<file path="config.mk">
export PLATFORM = sky130hd
export DESIGN_NAME = cicd_queue
export DESIGN_NICKNAME = d
export VERILOG_FILES = /design/src/hdl/cicd_pkg.sv /design/src/hdl/cicd_queue.sv
export SDC_FILE = /design/constraint.sdc
export NUM_CORES = 1
export LEC_CHECK = 0
export BUFFER_PORTS_ARGS = -buffer_cell sky130_fd_sc_hd__buf_2
export CAP_MARGIN = 0
export CORE_UTILIZATION = 45
export DETAILED_ROUTE_END_ITERATION = 6
export HOLD_SLACK_MARGIN = 0.1
export PLACE_DENSITY = 0.7
export SLEW_MARGIN = 10
export SYNTH_ARGS = -nofsm -noshare
export SYNTH_HDL_FRONTEND = slang
export SYNTH_SLANG_ARGS = --single-unit
</file>
<file path="constraint.sdc">
create_clock -name i_clk -period 11.76 [get_ports i_clk]
set_input_delay 3.528 -clock i_clk [delete_from_list [all_inputs] [get_ports i_clk]]
set_output_delay 3.528 -clock i_clk [all_outputs]
set_load 0.01 [all_outputs]
</file>
<file path="src/hdl/cicd_pkg.sv">
// Shared types and constants for the 2D cloud-in-cell charge and current deposition block.
// Depends on nothing; every module of the block imports it.
package cicd_pkg;

    localparam int GRID_X_MAX = 64;
    localparam int GRID_Y_MAX = 64;
    localparam int ACC_W      = 48;
    localparam int CELL_W     = 6;
    localparam int ADDR_W     = 2 * CELL_W;
    localparam int MEM_DEPTH  = GRID_X_MAX * GRID_Y_MAX;
    localparam int MEM_W      = 3 * ACC_W;
    localparam int Q_DEPTH    = 2;

    localparam logic [1:0] OP_DEPOSIT    = 2'd0;
    localparam logic [1:0] OP_READ_CLEAR = 2'd2;

    localparam logic [1:0] ST_DEPOSIT = 2'd0;
    localparam logic [1:0] ST_SKIP    = 2'd1;
    localparam logic [1:0] ST_READ    = 2'd2;

    localparam logic [2:0] CFG_ORIGIN_X  = 3'd0;
    localparam logic [2:0] CFG_ORIGIN_Y  = 3'd1;
    localparam logic [2:0] CFG_INV_X     = 3'd2;
    localparam logic [2:0] CFG_INV_Y     = 3'd3;
    localparam logic [2:0] CFG_INV_AREA  = 3'd4;
    localparam logic [2:0] CFG_CELLS_X   = 3'd5;
    localparam logic [2:0] CFG_CELLS_Y   = 3'd6;

    localparam logic signed [ACC_W-1:0] ACC_MAX = {1'b0, {(ACC_W-1){1'b1}}};
    localparam logic signed [ACC_W-1:0] ACC_MIN = {1'b1, {(ACC_W-1){1'b0}}};

    typedef struct packed {
        logic signed [31:0] origin_x;
        logic signed [31:0] origin_y;
        logic [31:0]        inv_x;
        logic [31:0]        inv_y;
        logic [31:0]        inv_area;
        logic [6:0]         cells_x;
        logic [6:0]         cells_y;
    } t_cfg;

    typedef struct packed {
        logic [1:0]         op;
        logic               outside;
        logic [CELL_W-1:0]  i0;
        logic [CELL_W-1:0]  j0;
        logic signed [17:0] fx;
        logic signed [17:0] fy;
        logic signed [31:0] q;
        logic signed [31:0] vx;
        logic signed [31:0] vy;
        logic [CELL_W-1:0]  cell_x;
        logic [CELL_W-1:0]  cell_y;
    } t_job;

    typedef struct packed {
        logic [1:0]              status;
        logic signed [ACC_W-1:0] rho;
        logic signed [ACC_W-1:0] jx;
        logic signed [ACC_W-1:0] jy;
        logic                    saturated;
    } t_result;

    typedef enum logic [2:0] {
        F_IDLE, F_DIFF, F_MUL, F_CLASS, F_PUSH
    } t_fstate;

    typedef enum logic [3:0] {
        B_CLEAR, B_IDLE, B_READ_ISSUE, B_READ_TAKE, B_MUL_LO, B_MUL_HI,
        B_MUL_SUM, B_MUL_SAT, B_RMW, B_RESULT
    } t_bstate;

endpackage

</file>
<file path="src/hdl/cicd_queue.sv">
// Two-entry job queue between the front end and the deposition engine.
// Depends on cicd_pkg for the job type.
module cicd_queue (
    input  logic           i_clk,
    input  logic           i_rst_n,
    input  logic           i_push,
    input  cicd_pkg::t_job i_data,
    output logic           o_full,
    input  logic           i_pop,
    output cicd_pkg::t_job o_data,
    output logic           o_empty
);
    import cicd_pkg::*;

    localparam int PW = $clog2(Q_DEPTH);

    t_job               r_mem [Q_DEPTH];
    logic [PW-1:0]      r_wp, r_rp;
    logic [PW:0]        r_cnt;

    assign o_full  = (r_cnt == (PW+1)'(Q_DEPTH));
    assign o_empty = (r_cnt == '0);
    assign o_data  = r_mem[r_rp];

    always_ff @(posedge i_clk) begin
        if (!i_rst_n) begin
            r_wp  <= '0;
            r_rp  <= '0;
            r_cnt <= '0;
        end else begin
            if (i_push) begin
                r_wp <= r_wp + 1'b1;
            end
            if (i_pop) begin
                r_rp <= r_rp + 1'b1;
            end
            r_cnt <= r_cnt + (PW+1)'(i_push) - (PW+1)'(i_pop);
        end
    end

    always_ff @(posedge i_clk) begin
        if (i_push) begin
            r_mem[r_wp] <= i_data;
        end
    end

endmodule

</file>
### Yosys cells after proc, flatten, opt, wreduce, memory -nomap -nowiden

Memories as Yosys holds them, arrays and structs flattened. A register that Yosys moved wholly into a read port is not among the register bits.
Cells that the tools add are included.
W data, S select, Z words.

* output and inout port bits: 161
* bits of input ports: 163
* register bits: 4
* logic and storage cells: 14
* memories: 1
* bits in writable memories: 318
* bits in read-only memories: 0
* bits in latches: 0

* bitwise gates (word level): 0
* reductions and logical operators: 1
* $mul: 0
* shift-type cells: 0
* eq/ne operators: 1
* magnitude comparators: 0
* div/mod/pow operators: 0
* multiplexer cells: 4
* $add $sub $neg: 4

Memory list
* r_mem: words 2, bits a word 159, read ports 1, clocked after Yosys merged registers in 1, wr ports 1, line cicd_queue.sv:17 `t_job r_mem [Q_DEPTH];`

Operators with widths (count)
* $mux W1: 4
* $add A1 B1 Y1 const B: 2
* $add A2 B1 Y2: 1
* $eq A2 B2 Y1 const B: 1
* $logic_not A2 Y1: 1
* $sub A2 B1 Y2: 1

### Logic depth before layout (Yosys ltp)

* depth after elaboration: 3
* gate-level depth with buffers: 6
* mapped depth without buffers: 6

### Worst setup path before layout

No wires, ideal clock.

* path type: input-to-reg
* start: input port i_push
* end: memory r_mem[0][0] (netlist bit) (enable)
* cell stages on the path: 1
* data required time: 11061 ps
* path slack: 630 ps
* arrival time: 10431 ps
* setup time: 699 ps
* buffers on the path: 0
* path through: nor2b_1

* cells in the longest elaborated chain, start to end: 2

Ends and longest elaborated chain
* start: declaration: line cicd_queue.sv:6 `input logic i_push,`
* $mux W1: line cicd_queue.sv:42 `if (i_push) begin`
* $mux W1 (implied by the code): line cicd_queue.sv:43 `r_mem[r_wp] <= i_data;`
* end: declaration: line cicd_queue.sv:17

No other way between the ends.

==> results.yml <==
min_path:
  hold_path_class: "reg2reg"
worst_setup_path:
  reg2reg_slack_ps: 9180
  cp_num_buf_inv: 2
  cp_slowest_stage_delay_ps: 910
  crit_family: "buffers and inverters"
  cp_max_fo: 60
  critPathKind: "reg2out"
  cp.arrival_ps: 2770
  cp_data_required_time_ps: 8230
  endpoint_kind: "output pin"
  cp-start-kind: "flip-flop"
  cp_slowest_cell: "buf_4"
  crit_chain: "buf_4, mux2_2, buf_2"
synthesis:
  syn_inst: 516
  synth_area_per_cell_um2: 23.5
  synth-seq-cells: 323
  synth.most_common_cell: "edfxtp_1"
  yosys.area.top_type: "edfxtp_1"
  yosysUniqueCellTypes: 14
  syn_area_mm2: 0.0121
  async_reset_ff_frac: 0
  ys_seq_area_frac: 0.796
  synth_nets: 681
  synth_warnings: 0
  yosysTopAreaCellShare: 0.788
  synthTopCellsByCount: "edfxtp_1, mux2_4, mux2_2"
  synth_area_leaders: "edfxtp_1, mux2_4, mux2_2"
  synth_edf_count: 318
  ys.flop_type: "edfxtp_1"
placement:
  placed_area_mm2: 0.0140
  io_buffers: 323
  hpwlAfterDp_mm: 14.9
  gp_congestion: 0.732
  dp_slack_ps: 5780
grt:
  grt_pass1_wl_mm: 34.5
  gr-total-overflow: 0
  track_usage: 0.162
  grt_max_degree: 77
  antenna_found_initial: 2
  grt_pass1_vias: 6166
route:
  postRouteAntennaNets: 0
  drc: 50
  viasPerCell: 4.83
  initialDrtViolationCount: 354
  wl_mm: 22.7
  vias: 5902
  firstDrtPassIters: 7
  wl_per_cell_um: 18.6
pwr:
  power.density_mw_per_mm2: 172
  ir_drop_v: 0.000122
  leakagePower_nw: 5.86
sta:
  worst_pin_slew_ps: 1080
  post-route-min-period_ps: 6290
  fin_tns_setup_ps: 0
  timing.fmax_ghz: 0.159
  finalHoldViolations: 0
  slew-limit-headroom: 0.282
  finClkSkew_ps: 12.1
  setup_ws_ps: 5470
  rsz0062_at_grt: "false"
  setup_viol: 0
  drv_slew: 0
  timing.final.crit_share: 0.535
  holdWs_ps: 581
floorplanning:
  die-area_mm2: 0.0276
  design.core.area_mm2: 0.0262
  rows: 59
  io_pins: 324
  die_w_um: 166
  initial_core_util: 0.463
  die_h_um: 166
run:
  max_cap_violations: 0
clock_network:
  clock_path_buffers: 3
  numClockSinks: 323
  cts_tree: "yes"
  cts_buffers: 34
  root_buffer: "clkbuf_16"
  htreeDepth: 2
  ctsResizeCount: 0
  clk_latency_ps: 500
  clk_pin_slew_worst_paths_ps: 60
  post-cts-setup-buffers: 0
  cts_hold_buf: 0
finish:
  area_growth_pct: 24.1
  design_area_mm2: 0.0150
  nets: 1028
  fillCellCount: 2016
  fin_util: 0.574
  drive_gt1_frac: 0.600
run_status:
  status: "finished, violations left"
  violations: "DRC"
==> cell usage in the layout (no fill, tap or decap) <==
| master | n |
|---|---|
| clkinv_2 | 2 |
| and2_1 | 3 |
| xor2_1 | 1 |
| nor2_1 | 1 |
| ha_1 | 2 |
| clkinv_1 | 9 |
| nor2b_4 | 1 |
| inv_1 | 2 |
| dfxtp_4 | 1 |
| buf_4 | 6 |
| mux2_4 | 101 |
| buf_2 | 323 |
| nor2b_1 | 3 |
| xnor3_1 | 1 |
| diode_2 | 3 |
| edfxtp_1 | 318 |
| dfxtp_1 | 4 |
| mux2_2 | 58 |
| clkbuf_16 | 37 |
| clkbuf_1 | 8 |
| o21a_1 | 1 |
| and2_4 | 1 |
==> logic make-up (layout without fill, tap and decap cells) <==
group,Yosys count,after routing,synth area share
buffers and inverters,20,387,0.0153
AO/OA/AOI/OAI,1,1,0.000620
AND/OR/NAND/NOR,9,9,0.00444
other,0,3,0
XOR/XNOR,2,2,0.00258
adder cells (fa/ha/maj),2,2,0.00206
multiplexers,159,159,0.179
flip-flops,323,323,0.796
==> layer usage <==
metal	global-route usage	wire (um)	up-vias
li1	-	-	2759
met3	0.0517	2160	38
met2	0.272	11000	240
met4	0.0435	434	2
met5	0	8	-
met1	0.204	9140	2863
==> worst reg2reg max path, delay by kind of cell (launching register included) <==
family	cells	cell delay [ps]
buf+inv	1	920
simple gates	1	820
flops	1	340
==> flip-flops by register name, summed over array words and instances (netlist names), named ones only <==
| name | flops |
|---|---|
| r_rp | 1 |
| r_wp | 1 |
| r_mem | 318 |
| r_cnt | 2 |
==> power by group <==
part,internal [mW],switching (mW)
logic,0.144,0.136
registers,1.33,0.0202
clock network,0.566,0.392
total,2.04,0.549
==> metrics by stage <==
stage / power [mW] / instances
detailed placement: 1.66 / 1162
global placement: 1.65 / 1162
floorplan: 1.56 / 516
global route: 2.69 / 1218
finish: 2.59 / 1221
CTS: 2.62 / 1218
==> worst paths after layout <==
check / startpoint / to / cells past startpoint
worst max-delay path: flip-flop / o_data[154] / 3
worst min-delay path: r_rp$_SDFFE_PN0P_ / flip-flop / 2
worst max register to register: r_wp$_SDFFE_PN0P_ / r_mem[0][143]$_DFFE_PP_ / 2
worst min register to register: r_rp$_SDFFE_PN0P_ / flip-flop / 2
==> final cells by class <==
class | count | area, um2 | share of cell area
diodes | 3 | 7.51 | 0.000499
clock buffers | 45 | 956 | 0.0635
clock inverters | 11 | 43.8 | 0.00291
inverters | 2 | 7.51 | 0.000499
multi-input cells | 173 | 2300 | 0.153
flip-flops and latches | 323 | 9650 | 0.642
well taps | 335 | 419 | 0.0279
repair buffers | 329 | 1660 | 0.110
(Power assumes the default switching activity.)
